===== config.mk =====
export PLATFORM = sky130hd
export DESIGN_NAME = epoch_ms_to_calendar
export DESIGN_NICKNAME = d
export VERILOG_FILES = /design/src/sv/emtc_pkg.sv /design/src/sv/epoch_ms_to_calendar.sv /design/src/sv/emtc_split.sv /design/src/sv/emtc_time.sv /design/src/sv/emtc_date.sv
export VERILOG_INCLUDE_DIRS = /design/src /design/src/sv
export SDC_FILE = /design/constraint.sdc
export NUM_CORES = 2
export LEC_CHECK = 0
export ABC_AREA = 1
export BUFFER_PORTS_ARGS = -buffer_cell sky130_fd_sc_hd__buf_2
export CAP_MARGIN = 20
export CORE_MARGIN = 8
export CORE_UTILIZATION = 45
export DETAILED_ROUTE_END_ITERATION = 10
export SLEW_MARGIN = 30
export SYNTH_ARGS = -nofsm -noshare
export SYNTH_HDL_FRONTEND = slang
export SYNTH_SLANG_ARGS = --single-unit

===== constraint.sdc =====
create_clock -name clk -period 7.1 [get_ports clk]
set_input_delay 1.065 -clock clk [delete_from_list [all_inputs] [get_ports clk]]
set_output_delay 1.065 -clock clk [all_outputs]
set_load 0.05 [all_outputs]

===== src/sv/epoch_ms_to_calendar_defines.svh =====
// Assertion macros shared by the calendar converter RTL.
// Each macro expects signals named clk and rst in the using module.
`ifndef EPOCH_MS_TO_CALENDAR_DEFINES_SVH
`define EPOCH_MS_TO_CALENDAR_DEFINES_SVH

// Same-cycle implication, disabled during reset.
`define EMTC_CHECK(lbl, ante, cons) \
  lbl: assert property (@(posedge clk) disable iff (rst) (ante) |-> (cons)) \
    else $error("epoch_ms_to_calendar: check failed");

// Next-cycle implication, disabled during reset.
`define EMTC_CHECK_NEXT(lbl, ante, cons) \
  lbl: assert property (@(posedge clk) disable iff (rst) (ante) |=> (cons)) \
    else $error("epoch_ms_to_calendar: next-cycle check failed");

`endif


===== src/sv/emtc_pkg.sv =====
// Shared types, constants and reciprocal multipliers for the calendar converter.
// No dependencies.
package emtc_pkg;

  localparam int MS_W     = 48;
  localparam int YEAR_W   = 14;
  localparam int MONTH_W  = 4;
  localparam int DAY_W    = 5;
  localparam int HOUR_W   = 5;
  localparam int MINUTE_W = 6;
  localparam int SECOND_W = 6;
  localparam int MILLIS_W = 10;

  localparam logic [MS_W-1:0] LAST_VALID_MS = 48'd253402300799999;

  // Pipeline depths
  localparam int SPLIT_STAGES     = 6;
  localparam int DATE_STAGES      = 9;
  localparam int TIME_CALC_STAGES = 4;
  localparam int TIME_PAD         = DATE_STAGES - TIME_CALC_STAGES;
  localparam int SPLIT_BASE       = 1;
  localparam int DATE_BASE        = SPLIT_BASE + SPLIT_STAGES;
  localparam int TOTAL_STAGES     = DATE_BASE + DATE_STAGES;

  // Odd divisor factors (power-of-two parts are shifts)
  localparam int unsigned MS_ODD       = 125;     // 1000 = 8 * 125
  localparam int unsigned DAY_ODD      = 675;     // 86400 = 128 * 675
  localparam int unsigned SEC_PER_HOUR = 3600;
  localparam int unsigned SEC_PER_MIN  = 60;
  localparam int unsigned DAYS_PER_YEAR = 365;
  localparam int unsigned YEARS_PER_ERA = 400;

  localparam logic [21:0] DAYS_TO_EPOCH = 22'd719468;
  localparam logic [17:0] DAYS_PER_ERA  = 18'd146097;
  localparam logic [17:0] CENTURY_DAYS  = 18'd36524;
  localparam logic [17:0] ERA_LAST_DAY  = 18'd146096;

  // Exact reciprocals: q = (x * ceil(2^S / D)) >> S, with 2^S >= 2^N * D
  localparam int SHIFT_MS_HI = 28;
  localparam logic [21:0] RECIP_MS_HI =
    22'(((64'd1 << SHIFT_MS_HI) + 64'd124) / 64'd125);
  localparam int SHIFT_MS_LO = 38;
  localparam logic [31:0] RECIP_MS_LO =
    32'(((64'd1 << SHIFT_MS_LO) + 64'd124) / 64'd125);
  localparam int SHIFT_DAY = 41;
  localparam logic [31:0] RECIP_DAY =
    32'(((64'd1 << SHIFT_DAY) + 64'd674) / 64'd675);
  localparam int SHIFT_HOUR = 21;
  localparam logic [13:0] RECIP_HOUR =
    14'(((64'd1 << SHIFT_HOUR) + 64'd224) / 64'd225);
  localparam int SHIFT_MIN = 14;
  localparam logic [10:0] RECIP_MIN =
    11'(((64'd1 << SHIFT_MIN) + 64'd14) / 64'd15);
  localparam int SHIFT_ERA = 40;
  localparam logic [22:0] RECIP_ERA =
    23'(((64'd1 << SHIFT_ERA) + 64'd146096) / 64'd146097);
  localparam int SHIFT_1460 = 29;
  localparam logic [18:0] RECIP_1460 =
    19'(((64'd1 << SHIFT_1460) + 64'd1459) / 64'd1460);
  localparam int SHIFT_365 = 27;
  localparam logic [18:0] RECIP_365 =
    19'(((64'd1 << SHIFT_365) + 64'd364) / 64'd365);
  localparam int SHIFT_100 = 16;
  localparam logic [9:0] RECIP_100 =
    10'(((64'd1 << SHIFT_100) + 64'd99) / 64'd100);

  typedef struct packed {
    logic [21:0]         z;       // day count from 0000-03-01
    logic [16:0]         sod;     // second of day
    logic [MILLIS_W-1:0] millis;
    logic                sat;
  } emtc_day_t;

  typedef struct packed {
    logic [HOUR_W-1:0]   hour;
    logic [MINUTE_W-1:0] minute;
    logic [SECOND_W-1:0] second;
    logic [MILLIS_W-1:0] millis;
    logic                sat;
  } emtc_tod_t;

  typedef struct packed {
    logic [YEAR_W-1:0]  year;
    logic [MONTH_W-1:0] month;
    logic [DAY_W-1:0]   day;
  } emtc_date_t;

  // First day-of-year of each month in a March-based year
  function automatic logic [8:0] month_start(input logic [3:0] mp);
    logic [8:0] r;
    case (mp)
      4'd0:    r = 9'd0;
      4'd1:    r = 9'd31;
      4'd2:    r = 9'd61;
      4'd3:    r = 9'd92;
      4'd4:    r = 9'd122;
      4'd5:    r = 9'd153;
      4'd6:    r = 9'd184;
      4'd7:    r = 9'd214;
      4'd8:    r = 9'd245;
      4'd9:    r = 9'd275;
      4'd10:   r = 9'd306;
      4'd11:   r = 9'd337;
      default: r = 9'd0;
    endcase
    return r;
  endfunction

endpackage


===== src/sv/epoch_ms_to_calendar.sv =====
// Epoch milliseconds to Gregorian date and time of day, top level.
// Depends on emtc_pkg, emtc_split, emtc_time, emtc_date and the shared assertion macros.
//
// Usage:
//   Input channel in_valid/in_ready carries one request: epoch_ms, the milliseconds
//   since 1970-01-01 00:00:00.000. Output channel out_valid/out_ready returns one
//   result per request: year, month, day_of_month, hour, minute, second, millis and
//   out_of_range, in request order.
//   A request past 9999-12-31 23:59:59.999 raises out_of_range and the fields
//   saturate to that instant.
//   Pipeline: 16 registers (one input register, six split stages, nine date stages
//   whose last one is the output register; the time-of-day fields ride a delay line
//   alongside).
//   Throughput: one request per cycle while out_ready stays high. Each stage of the
//   split, time and date paths holds at most one multiply by a fixed reciprocal.
//   Stall: each stage moves when the one after it is empty or moving, so while the
//   receiver holds out_ready low the pipeline keeps taking requests until every
//   stage is full; in_ready then drops until a result leaves.
//   Reset (rst, synchronous): clear all stage valid bits; in_ready is high the cycle
//   after reset is released. Nothing else needs clearing.
`include "epoch_ms_to_calendar_defines.svh"

module epoch_ms_to_calendar (
  input  logic                             clk,
  input  logic                             rst,
  input  logic                             in_valid,
  output logic                             in_ready,
  input  logic [emtc_pkg::MS_W-1:0]        epoch_ms,
  output logic                             out_valid,
  input  logic                             out_ready,
  output logic [emtc_pkg::YEAR_W-1:0]      year,
  output logic [emtc_pkg::MONTH_W-1:0]     month,
  output logic [emtc_pkg::DAY_W-1:0]       day_of_month,
  output logic [emtc_pkg::HOUR_W-1:0]      hour,
  output logic [emtc_pkg::MINUTE_W-1:0]    minute,
  output logic [emtc_pkg::SECOND_W-1:0]    second,
  output logic [emtc_pkg::MILLIS_W-1:0]    millis,
  output logic                             out_of_range
);
  import emtc_pkg::*;

  localparam logic [TOTAL_STAGES-1:0] STAGE_ONES = '1;

  logic [TOTAL_STAGES-1:0] vld;   // per-stage occupancy
  logic [TOTAL_STAGES-1:0] en;    // per-stage load enable

  logic                    over;
  logic [MS_W-1:0]         ms_next;
  logic [MS_W-1:0]         ms_q;
  logic                    sat_q;

  emtc_day_t               day_info;
  emtc_tod_t               tod;
  emtc_date_t              date;

  logic                    last_instant;  // fields show 9999-12-31 23:59:59.999
  logic                    fields_ok;     // every field inside its calendar range
  logic                    thirty_day;    // April, June, September or November

  // A stage may load when the receiver takes the result or any stage
  // at or after it is empty.
  always_comb begin
    for (int i = 0; i < TOTAL_STAGES; i++) begin
      en[i] = out_ready || ((vld | ~(STAGE_ONES << i)) != STAGE_ONES);
    end
  end

  assign in_ready  = en[0];
  assign out_valid = vld[TOTAL_STAGES-1];

  // Clamp out-of-range requests to the last representable instant
  assign over    = (epoch_ms > LAST_VALID_MS);
  assign ms_next = over ? LAST_VALID_MS : epoch_ms;

  always_ff @(posedge clk) begin
    if (rst) begin
      vld <= '0;
    end else begin
      if (en[0]) begin
        vld[0] <= in_valid;
      end
      for (int i = 1; i < TOTAL_STAGES; i++) begin
        if (en[i]) begin
          vld[i] <= vld[i-1];
        end
      end
    end
  end

  // Input register: payload only, no reset
  always_ff @(posedge clk) begin
    if (en[0]) begin
      ms_q  <= ms_next;
      sat_q <= over;
    end
  end

  emtc_split u_split (
    .clk      (clk),
    .en       (en[SPLIT_BASE +: SPLIT_STAGES]),
    .ms       (ms_q),
    .sat      (sat_q),
    .day_info (day_info)
  );

  emtc_time u_time (
    .clk      (clk),
    .en       (en[DATE_BASE +: DATE_STAGES]),
    .day_info (day_info),
    .tod      (tod)
  );

  emtc_date u_date (
    .clk      (clk),
    .en       (en[DATE_BASE +: DATE_STAGES]),
    .day_info (day_info),
    .date     (date)
  );

  assign year         = date.year;
  assign month        = date.month;
  assign day_of_month = date.day;
  assign hour         = tod.hour;
  assign minute       = tod.minute;
  assign second       = tod.second;
  assign millis       = tod.millis;
  assign out_of_range = tod.sat;

  assign last_instant = year == 14'd9999 && month == 4'd12 && day_of_month == 5'd31
                        && hour == 5'd23 && minute == 6'd59 && second == 6'd59
                        && millis == 10'd999;
  assign fields_ok    = year >= 14'd1970 && year <= 14'd9999 && month >= 4'd1
                        && month <= 4'd12 && day_of_month >= 5'd1 && hour <= 5'd23
                        && minute <= 6'd59 && second <= 6'd59 && millis <= 10'd999;
  assign thirty_day   = month == 4'd4 || month == 4'd6 || month == 4'd9
                        || month == 4'd11;

  // Saturated results carry the last instant of year 9999
  `EMTC_CHECK(a_sat_fields, out_valid && out_of_range, last_instant)
  // Every delivered field lies in its calendar range
  `EMTC_CHECK(a_field_range, out_valid, fields_ok)
  // Thirty-day months never show day 31
  `EMTC_CHECK(a_short_month, out_valid && thirty_day, day_of_month <= 5'd30)
  // February never passes day 29
  `EMTC_CHECK(a_february, out_valid && month == 4'd2, day_of_month <= 5'd29)
  // A taken result with an empty stage behind it leaves the output empty
  `EMTC_CHECK_NEXT(a_drain, out_valid && out_ready && !vld[TOTAL_STAGES-2], !out_valid)

endmodule


===== src/sv/emtc_split.sv =====
// Splits a clamped millisecond count into day number, second of day and millis.
// Depends on emtc_pkg.
module emtc_split (
  input  logic                        clk,
  input  logic [emtc_pkg::SPLIT_STAGES-1:0] en,
  input  logic [emtc_pkg::MS_W-1:0]   ms,
  input  logic                        sat,
  output emtc_pkg::emtc_day_t         day_info
);
  import emtc_pkg::*;

  // stage 1: high half of ms/1000
  logic [20:0] p1_a;
  logic [23:0] p1_b;
  logic [2:0]  p1_low;
  logic [13:0] p1_qa;
  logic        p1_sat;
  logic [42:0] prod_a;

  // stage 2: fold high remainder into low half
  logic [30:0] p2_t;
  logic [13:0] p2_qa;
  logic [2:0]  p2_low;
  logic        p2_sat;
  logic [20:0] ra_full;

  // stage 3: low half of ms/1000
  logic [23:0] p3_qt;
  logic [30:0] p3_t;
  logic [13:0] p3_qa;
  logic [2:0]  p3_low;
  logic        p3_sat;
  logic [62:0] prod_t;

  // stage 4: seconds and millis
  logic [37:0] p4_sec;
  logic [MILLIS_W-1:0] p4_millis;
  logic        p4_sat;
  logic [30:0] rt_full;

  // stage 5: days
  logic [21:0] p5_qd;
  logic [30:0] p5_u;
  logic [6:0]  p5_sec_lo;
  logic [MILLIS_W-1:0] p5_millis;
  logic        p5_sat;
  logic [62:0] prod_d;

  // stage 6
  logic [30:0] rd_full;

  assign prod_a  = 43'(ms[47:27]) * 43'(RECIP_MS_HI);
  assign ra_full = p1_a - 21'(p1_qa) * 21'(MS_ODD);
  assign prod_t  = 63'(p2_t) * 63'(RECIP_MS_LO);
  assign rt_full = p3_t - 31'(p3_qt) * 31'(MS_ODD);
  assign prod_d  = 63'(p4_sec[37:7]) * 63'(RECIP_DAY);
  assign rd_full = p5_u - 31'(p5_qd) * 31'(DAY_ODD);

  always_ff @(posedge clk) begin
    if (en[0]) begin
      p1_a   <= ms[47:27];
      p1_b   <= ms[26:3];
      p1_low <= ms[2:0];
      p1_qa  <= prod_a[SHIFT_MS_HI +: 14];
      p1_sat <= sat;
    end
    if (en[1]) begin
      p2_t   <= {ra_full[6:0], p1_b};
      p2_qa  <= p1_qa;
      p2_low <= p1_low;
      p2_sat <= p1_sat;
    end
    if (en[2]) begin
      p3_qt  <= prod_t[SHIFT_MS_LO +: 24];
      p3_t   <= p2_t;
      p3_qa  <= p2_qa;
      p3_low <= p2_low;
      p3_sat <= p2_sat;
    end
    if (en[3]) begin
      p4_sec    <= {p3_qa, p3_qt};
      p4_millis <= {rt_full[6:0], p3_low};
      p4_sat    <= p3_sat;
    end
    if (en[4]) begin
      p5_qd     <= prod_d[SHIFT_DAY +: 22];
      p5_u      <= p4_sec[37:7];
      p5_sec_lo <= p4_sec[6:0];
      p5_millis <= p4_millis;
      p5_sat    <= p4_sat;
    end
    if (en[5]) begin
      day_info.z      <= p5_qd + DAYS_TO_EPOCH;
      day_info.sod    <= {rd_full[9:0], p5_sec_lo};
      day_info.millis <= p5_millis;
      day_info.sat    <= p5_sat;
    end
  end

endmodule


===== src/sv/emtc_time.sv =====
// Time of day: hour, minute and second from the second of day, delayed to match the date path.
// Depends on emtc_pkg.
module emtc_time (
  input  logic                             clk,
  input  logic [emtc_pkg::DATE_STAGES-1:0] en,
  input  emtc_pkg::emtc_day_t              day_info,
  output emtc_pkg::emtc_tod_t              tod
);
  import emtc_pkg::*;

  logic [4:0]  t1_h;
  logic [16:0] t1_sod;
  logic [MILLIS_W-1:0] t1_millis;
  logic        t1_sat;
  logic [26:0] prod_h;

  logic [4:0]  t2_h;
  logic [11:0] t2_rem;
  logic [MILLIS_W-1:0] t2_millis;
  logic        t2_sat;
  logic [16:0] rem_h_full;

  logic [4:0]  t3_h;
  logic [5:0]  t3_mi;
  logic [11:0] t3_rem;
  logic [MILLIS_W-1:0] t3_millis;
  logic        t3_sat;
  logic [20:0] prod_m;

  emtc_tod_t   t4;
  logic [11:0] sec_full;

  emtc_tod_t   pad [TIME_PAD];

  assign prod_h     = 27'(day_info.sod[16:4]) * 27'(RECIP_HOUR);
  assign rem_h_full = t1_sod - 17'(t1_h) * 17'(SEC_PER_HOUR);
  assign prod_m     = 21'(t2_rem[11:2]) * 21'(RECIP_MIN);
  assign sec_full   = t3_rem - 12'(t3_mi) * 12'(SEC_PER_MIN);

  always_ff @(posedge clk) begin
    if (en[0]) begin
      t1_h      <= prod_h[SHIFT_HOUR +: 5];
      t1_sod    <= day_info.sod;
      t1_millis <= day_info.millis;
      t1_sat    <= day_info.sat;
    end
    if (en[1]) begin
      t2_h      <= t1_h;
      t2_rem    <= rem_h_full[11:0];
      t2_millis <= t1_millis;
      t2_sat    <= t1_sat;
    end
    if (en[2]) begin
      t3_h      <= t2_h;
      t3_mi     <= prod_m[SHIFT_MIN +: 6];
      t3_rem    <= t2_rem;
      t3_millis <= t2_millis;
      t3_sat    <= t2_sat;
    end
    if (en[3]) begin
      t4.hour   <= t3_h;
      t4.minute <= t3_mi;
      t4.second <= sec_full[5:0];
      t4.millis <= t3_millis;
      t4.sat    <= t3_sat;
    end
    // hold fields until the date path catches up
    if (en[TIME_CALC_STAGES]) begin
      pad[0] <= t4;
    end
    for (int i = 1; i < TIME_PAD; i++) begin
      if (en[TIME_CALC_STAGES + i]) begin
        pad[i] <= pad[i-1];
      end
    end
  end

  assign tod = pad[TIME_PAD-1];

endmodule


===== src/sv/emtc_date.sv =====
// Gregorian civil date from a day count based at 0000-03-01, using 400-year eras.
// Depends on emtc_pkg.
module emtc_date (
  input  logic                             clk,
  input  logic [emtc_pkg::DATE_STAGES-1:0] en,
  input  emtc_pkg::emtc_day_t              day_info,
  output emtc_pkg::emtc_date_t             date
);
  import emtc_pkg::*;

  logic [21:0] d1_z;
  logic [4:0]  d1_era;
  logic [44:0] prod_z;

  logic [17:0] d2_doe;
  logic [4:0]  d2_era;
  logic [21:0] doe_full;

  logic [6:0]  d3_n1;
  logic [2:0]  d3_c2;
  logic        d3_c3;
  logic [17:0] d3_doe;
  logic [4:0]  d3_era;
  logic [36:0] prod_1;
  logic [2:0]  cent_cnt;

  logic [17:0] d4_v;
  logic [17:0] d4_doe;
  logic [4:0]  d4_era;

  logic [8:0]  d5_yoe;
  logic [17:0] d5_doe;
  logic [4:0]  d5_era;
  logic [36:0] prod_y;

  logic [1:0]  d6_yc;
  logic [13:0] d6_y0;
  logic [8:0]  d6_yoe;
  logic [17:0] d6_doe;
  logic [18:0] prod_c;

  logic [8:0]  d7_doy;
  logic [13:0] d7_y0;
  logic [17:0] yday_base;
  logic [17:0] doy_full;

  logic [3:0]  d8_mp;
  logic [8:0]  d8_doy;
  logic [13:0] d8_y0;
  logic [3:0]  mp_cnt;

  logic [8:0]  day_full;
  logic        jan_feb;

  assign prod_z   = 45'(day_info.z) * 45'(RECIP_ERA);
  assign doe_full = d1_z - 22'(d1_era) * 22'(DAYS_PER_ERA);
  assign prod_1   = 37'(d2_doe) * 37'(RECIP_1460);
  assign cent_cnt = 3'(d2_doe >= CENTURY_DAYS) + 3'(d2_doe >= 18'(2 * CENTURY_DAYS))
                  + 3'(d2_doe >= 18'(3 * CENTURY_DAYS)) + 3'(d2_doe >= ERA_LAST_DAY);
  assign prod_y   = 37'(d4_v) * 37'(RECIP_365);
  assign prod_c   = 19'(d5_yoe) * 19'(RECIP_100);
  assign yday_base = 18'(d6_yoe) * 18'(DAYS_PER_YEAR) + 18'(d6_yoe[8:2]) - 18'(d6_yc);
  assign doy_full = d6_doe - yday_base;
  assign day_full = d8_doy - month_start(d8_mp) + 9'd1;
  // March-based months 10 and 11 are January and February of the next year
  assign jan_feb  = (d8_mp >= 4'd10);

  always_comb begin
    mp_cnt = '0;
    for (int k = 1; k < 12; k++) begin
      mp_cnt = mp_cnt + 4'(d7_doy >= month_start(4'(k)));
    end
  end

  always_ff @(posedge clk) begin
    if (en[0]) begin
      d1_z   <= day_info.z;
      d1_era <= prod_z[SHIFT_ERA +: 5];
    end
    if (en[1]) begin
      d2_doe <= doe_full[17:0];
      d2_era <= d1_era;
    end
    if (en[2]) begin
      d3_n1  <= prod_1[SHIFT_1460 +: 7];
      d3_c2  <= cent_cnt;
      d3_c3  <= (d2_doe == ERA_LAST_DAY);
      d3_doe <= d2_doe;
      d3_era <= d2_era;
    end
    if (en[3]) begin
      d4_v   <= d3_doe - 18'(d3_n1) + 18'(d3_c2) - 18'(d3_c3);
      d4_doe <= d3_doe;
      d4_era <= d3_era;
    end
    if (en[4]) begin
      d5_yoe <= prod_y[SHIFT_365 +: 9];
      d5_doe <= d4_doe;
      d5_era <= d4_era;
    end
    if (en[5]) begin
      d6_yc  <= prod_c[SHIFT_100 +: 2];
      d6_y0  <= 14'(d5_yoe) + 14'(d5_era) * 14'(YEARS_PER_ERA);
      d6_yoe <= d5_yoe;
      d6_doe <= d5_doe;
    end
    if (en[6]) begin
      d7_doy <= doy_full[8:0];
      d7_y0  <= d6_y0;
    end
    if (en[7]) begin
      d8_mp  <= mp_cnt;
      d8_doy <= d7_doy;
      d8_y0  <= d7_y0;
    end
    if (en[8]) begin
      date.day   <= day_full[4:0];
      date.month <= jan_feb ? 4'(d8_mp - 4'd9) : 4'(d8_mp + 4'd3);
      date.year  <= d8_y0 + 14'(jan_feb);
    end
  end

endmodule

# After elaboration in Yosys (flattened, before gate mapping)
# Memory sizes are Yosys's and may differ from the RTL's. A register that Yosys moved wholly into a read port is not among the register bits.
# Cells that the tools add are included.
word_totals:
  output_inout_bits: 53
  ff_bits: 711
  n_memories: 2
  ram_bits: 140
  romBits: 144
classes:
  mul: 17
  reduce_logical: 16
  bitwise_logic: 1
  n_lt_le_gt_ge: 17
  eq_ne: 16
  addsub: 32
  muxes: 12
mem_list:
  columns: ["name", "words", "word_bits", "rd", "rd_ports_with_merged_regs", "write_ports", "line", "source"]
  rows:
  - ["(no name shown)", 16, 9, 1, 1, 0, "emtc_pkg.sv:91", "case (mp)"]
  - ["u_time.pad", 5, 28, 5, 0, 5, "emtc_time.sv:33", "emtc_tod_t pad [TIME_PAD];"]
ops:
  columns: ["operator", "count"]
  rows:
  - ["$mul A18 B16 Y33 const B", 2]
  - ["$mul A31 B32 Y63 const B", 1]
  - ["$mul A31 B29 Y59 const B", 1]
  - ["$gt A48 B48 Y1 const B", 1]
  - ["$mul A22 B22 Y44 const B", 1]
  - ["$mul A21 B20 Y40 const B", 1]
  - ["$add A4 B1 Y4", 9]
  - ["$ge A18 B17 Y1 const B", 2]
  - ["$ge A9 B8 Y1 const B", 4]
  - ["$ge A9 B9 Y1 const B", 3]
  - ["$mul A13 B14 Y26 const B", 1]
  - ["$mul A24 B7 Y7 const B", 1]
  - ["$add A22 B20 Y22 const B", 1]
  - ["$mul A22 B10 Y10 const B", 1]
  - ["$mul A10 B11 Y20 const B", 1]
  - ["$add A18 B3 Y18", 1]
  - ["$eq A18 B18 Y1 const B", 1]
  - ["$ge A18 B16 Y1 const B", 1]
  - ["$ge A18 B18 Y1 const B", 1]
  - ["$ge A9 B7 Y1 const B", 2]
  - ["$mul A5 B18 Y18 const B", 1]
  - ["$sub A18 B1 Y18", 1]
  - ["$sub A18 B18 Y18", 1]
  - ["$sub A18 B7 Y18", 1]
  - ["other kinds (43)", 71]

# Longest topological paths before layout
depth:
  depth_word: 12
  ltp_mapped: 29
  ltp_nobuf: 29

# Hierarchy
# A second synthesis with hierarchy kept.
hier_totals:
  cells_unflattened: 10637
  area_unflattened_um2: 101013.1
by_module_without_submodules:
  columns: ["module", "seq_area_each_um2", "n_inst", "area_per_inst_um2", "cells_each"]
  rows:
  - ["emtc_split", 8888.5, 1, 50861.3, 5779]
  - ["emtc_date", 7126.8, 1, 34994.8, 3676]
  - ["emtc_time", 7567.3, 1, 12226.7, 884]
  - ["epoch_ms_to_calendar", 1791.7, 1, 2930.3, 298]

# Worst setup path before layout
# Ideal clock, no wire load.
synth_path:
  kind: "flip-flop to flip-flop"
  from: "reg u_split.p2_t[8]"
  to: "reg u_split.p3_qt[23] (data pin)"
  t_arrival_ns: 5.726
  path_stages_with_launch: 25
  path_slack_ns: 1.122
  n_path_buf: 0
  setup_ns: 0.252
  synth_period_minus_slack_ns: 5.978
  cell_sequence: "edfxtp_1 -> ha_1 -> fa_1 -> fa_1 -> inv_1 -> fa_1 -> inv_1 -> fa_1 -> inv_1 -> fa_1 -> inv_1 -> fa_1 -> inv_1 -> fa_1 -> inv_1 -> ha_1 -> nand2_1 -> nor2_1 -> inv_1 -> o21ai_0 -> nand2_1 -> nand3_1 -> nand2_1 -> nand3b_1 -> nand2_1"
synth_via:
  elab_chain_cells: 1
synth_lines:
  columns: ["item", "line", "source"]
  rows:
  - ["from (decl)", "emtc_split.sv:21", "logic [30:0] p2_t;"]
  - ["from (signal assigned)", "emtc_split.sv:68", "p2_t <= {ra_full[6:0], p1_b};"]
  - ["$mul A31 B29 Y59", "emtc_split.sv:54", "assign prod_t = 63'(p2_t) * 63'(RECIP_MS_LO);"]
  - ["net u_split.prod_t[61]", "emtc_split.sv:33", "logic [62:0] prod_t;"]
  - ["to (signal assigned)", "emtc_split.sv:74", "p3_qt <= prod_t[SHIFT_MS_LO +: 24];"]
  - ["to (decl)", "emtc_split.sv:28", "logic [23:0] p3_qt;"]
# The timed path passes the listed nets, and every way through them passes these cells.
# A chain may end at the register's enable or synchronous reset.

# Final worst setup path
layout_path:
  from: "reg u_split.p4_sec[20]"
  to: "reg u_split.p5_qd[20] (data pin)"
layout_via:
  elab_chain_cells: 1
layout_lines:
  columns: ["item", "line", "source"]
  rows:
  - ["from (decl)", "emtc_split.sv:36", "logic [37:0] p4_sec;"]
  - ["from (signal assigned)", "emtc_split.sv:81", "p4_sec <= {p3_qa, p3_qt};"]
  - ["$mul A31 B32 Y63", "emtc_split.sv:56", "assign prod_d = 63'(p4_sec[37:7]) * 63'(RECIP_DAY);"]
  - ["net u_split.prod_d[61]", "emtc_split.sv:47", "logic [62:0] prod_d;"]
  - ["to (signal assigned)", "emtc_split.sv:86", "p5_qd <= prod_d[SHIFT_DAY +: 22];"]
  - ["to (decl)", "emtc_split.sv:42", "logic [21:0] p5_qd;"]
# The timed path passes the listed nets, and every way through them passes these cells.

==> metrics.txt <==
routability cong. 0.964; Clock Skews 0.0689 ns; status complete, no violations; largest net degree at the start of global routing 63; chip width 487 um; CTS tree done; Post-CTS Hold Fix Bufs 0; largest delay contributor family on the critical path adder cells; syn nets 13400; total gr overflow 0; Setup violations, final 0; io pins 105; Final #Nets 13600; CP bufs+invs 5; vias in the first global route 70600; Cell Area, Synth 99900 sq um; DR WL/cell 18.2 um; Post-synth EDFFs 831; first-pass GRT wire length 393000 um; commonest non-fill, non-tap cell in the layout inv_1; Starting DRT DRC Count 3791; crit path cell chain ha_1 > fa_1 > inv_1 > fa_1 > inv_1 > fa_1 > fa_1 > fa_1 > fa_1 > inv_1 > fa_1 > inv_1 > ha_1 > nand2_1 > inv_1 > a21oi_1 > nand2_1 > nand2_1 > nand2_1 > a21oi_1 > nand2_1 > nand2_1 > nand2_1; fin crit period 6.59 ns; GR Util All Layers 21.0%; Setup Crit Path Kind reg2reg; crit start category flop; FMAX 152 MHz; Worst-path clk slew 0.06 ns; part of the cycle the worst path needs 92.9%; Finished Cell Area 108000 sq um; drt via density 4.91; Worst-Margin Slew 0.939 ns; # fillers 20700; Skew-Pair Late Insertion Delay 0.76 ns; max-cap violations 0; setup total negative slack 0 ns; CP Data Required Time 7.57 ns; FF/Latch Area 25400 sq um; synth unique cells 51; HP Class reg2reg; hold slack final 0.384 ns; RSZ-0062 raised after global routing no; Slew HR 37.4%; die area 237000 sq um; placed inst area 104000 sq um; Num CTS Buffers 91; HPWL Detailed 216000 um; deepest clock path buffer count 3; Area Overhead vs Synth 7.75%; Slew Viols, Final 0; syn_area_per_cell 9.69 sq um; initial antenna violation count 2; DRC violations left 0; clock sink count 852; ys async rst share 0%; register area share after synthesis 25.4%; DR vias 66700; crit-path max FO 9; drt total wl 248000 um; slowest cell on the critical path edfxtp_1; number of post-CTS setup repair buffers 0; Crit path largest cell delay 0.65 ns; YS warnings 0; commonest non-fill, non-tap cells in the layout 2843 x inv_1, 1869 x ha_1, 1680 x nand2_1; DIE HEIGHT 487 um; FP Rows 173; top_reg_cell synth edfxtp_1; Multi-input gate area 63500 sq um; CTS resizes 0; Fin. Hold Viols 0; CP Capture Type flop; Post-Syn Instances 10300; FF+latch count, synth 852; share of cells above drive strength 1 4.34%; WP data arrival 7.06 ns; CTS root buffer clkbuf_16; initial core utilization 45.1%; drt first pass iters 6; PortBufs 104; Core Region 221000 sq um; Post-DRT Antenna Nets 0; H-tree level count 3
## registers in the layout, indices dropped and copies added, names as in the netlist, 16 cells and up, named ones only
name and count:
u_split.p2_t 31, u_date.d3_doe 18, u_split.p4_sec 38, u_date.d1_z 18, u_split.day_info 50, u_time.t4 28, u_split.p3_qt 24, u_date.date 23
u_split.p1_b 24, u_time.pad 140, ms_q 48, u_split.p5_qd 22, u_date.d4_v 18, vld 16, u_date.d2_doe 18
## cell families after synthesis
kind of cell | count (synthesis) | synth area share [%]
fa+ha+maj | 3041 | 46.9
flops | 852 | 25.4
buf+inv | 2904 | 11.0
compound gates | 647 | 3.58
simple gates | 2667 | 11.3
xor+xnor | 199 | 1.75
## stage by stage
step                      cells  setup slack [ns]  util, %
after global routing      13600            0.0626     48.6
after detailed placement  13400             0.529     47.2
after floorplan           10300              1.12        -
after CTS                 13600             0.500     48.6
after global placement    13400             0.531     47.2
final                     13600             0.507     48.6
## path summary, 6_finish.rpt
| path | start | to | slack (ns) | depth (start not counted) |
|---|---|---|---|---|
| worst max-delay path | u_split.p4_sec[20] | u_split.p5_qd[20] | 0.51 | 23 |
| worst min-delay path | u_split.p3_qa[11] | u_split.p4_sec[35] | 0.38 | 0 |
| worst min register to register | u_split.p3_qa[11] | u_split.p4_sec[35] | 0.38 | 0 |
| worst max register to register | u_split.p4_sec[20] | u_split.p5_qd[20] | 0.51 | 23 |
## cells in the mapped netlist, types with 8 or more instances
cell      count  share of area [%]
o21ai_0     150               0.75
nand3b_1     40               0.30
a21o_1       28               0.21
nor2_1      423                1.6
nor2_4       16               0.18
o21bai_1     46               0.35
nand2_2      25               0.16
a21oi_1     351                1.8
ha_1       1869                 23
nor4_1       16               0.10
buf_2         8              0.040
nor3_1       51               0.26
o21a_1        9              0.068
dfxtp_1      21               0.42
fa_1       1172                 23
inv_1      2847                 11
nor3_2       23               0.23
edfxtp_1    831                 25
xor2_1      116                1.0
nor2_2       23               0.14
a31oi_1      18               0.11
o211ai_1      8              0.060
buf_4        28               0.21
nand4_1      91               0.57
inv_2        14              0.053
nand3_1     243                1.2
nand2_1    1688                6.3
xnor2_1      83               0.73
## per-layer routing
| metal | global-route usage, % | share of wire (%) | routed length [um] |
|---|---|---|---|
| met4 | 5.85 | 3.4 | 8320 |
| met3 | 2.49 | 4.2 | 10400 |
| met1 | 27.7 | 44 | 109000 |
| met5 | 0 | 0 | 0 |
| met2 | 36.5 | 49 | 120000 |
## worst reg2reg max path, stage by stage (launching register included)
cell and delay (ns):
edfxtp_1 0.65, ha_1 0.37, fa_1 0.55, inv_1 0.06, fa_1 0.49, inv_1 0.05, fa_1 0.51, fa_1 0.45
fa_1 0.54, fa_1 0.58, inv_1 0.07, fa_1 0.53, inv_1 0.04, ha_1 0.32, nand2_1 0.17, inv_1 0.06
a21oi_1 0.25, nand2_1 0.14, nand2_1 0.08, nand2_1 0.07, a21oi_1 0.16, nand2_1 0.07, nand2_1 0.05, nand2_1 0.04
## area by class of cell
class	count	area share [%]
diodes	1	0.00233
clock buffers	114	2.22
clock inverters	56	0.720
inverters	2861	9.98
multi-input cells	6554	59.0
flip-flops and latches	852	23.6
well taps	2975	3.46
repair buffers	178	1.00
Power is left out: the tool's default activity adds up to more than one toggle a clock period on the data nets, which glitch-free logic cannot reach.
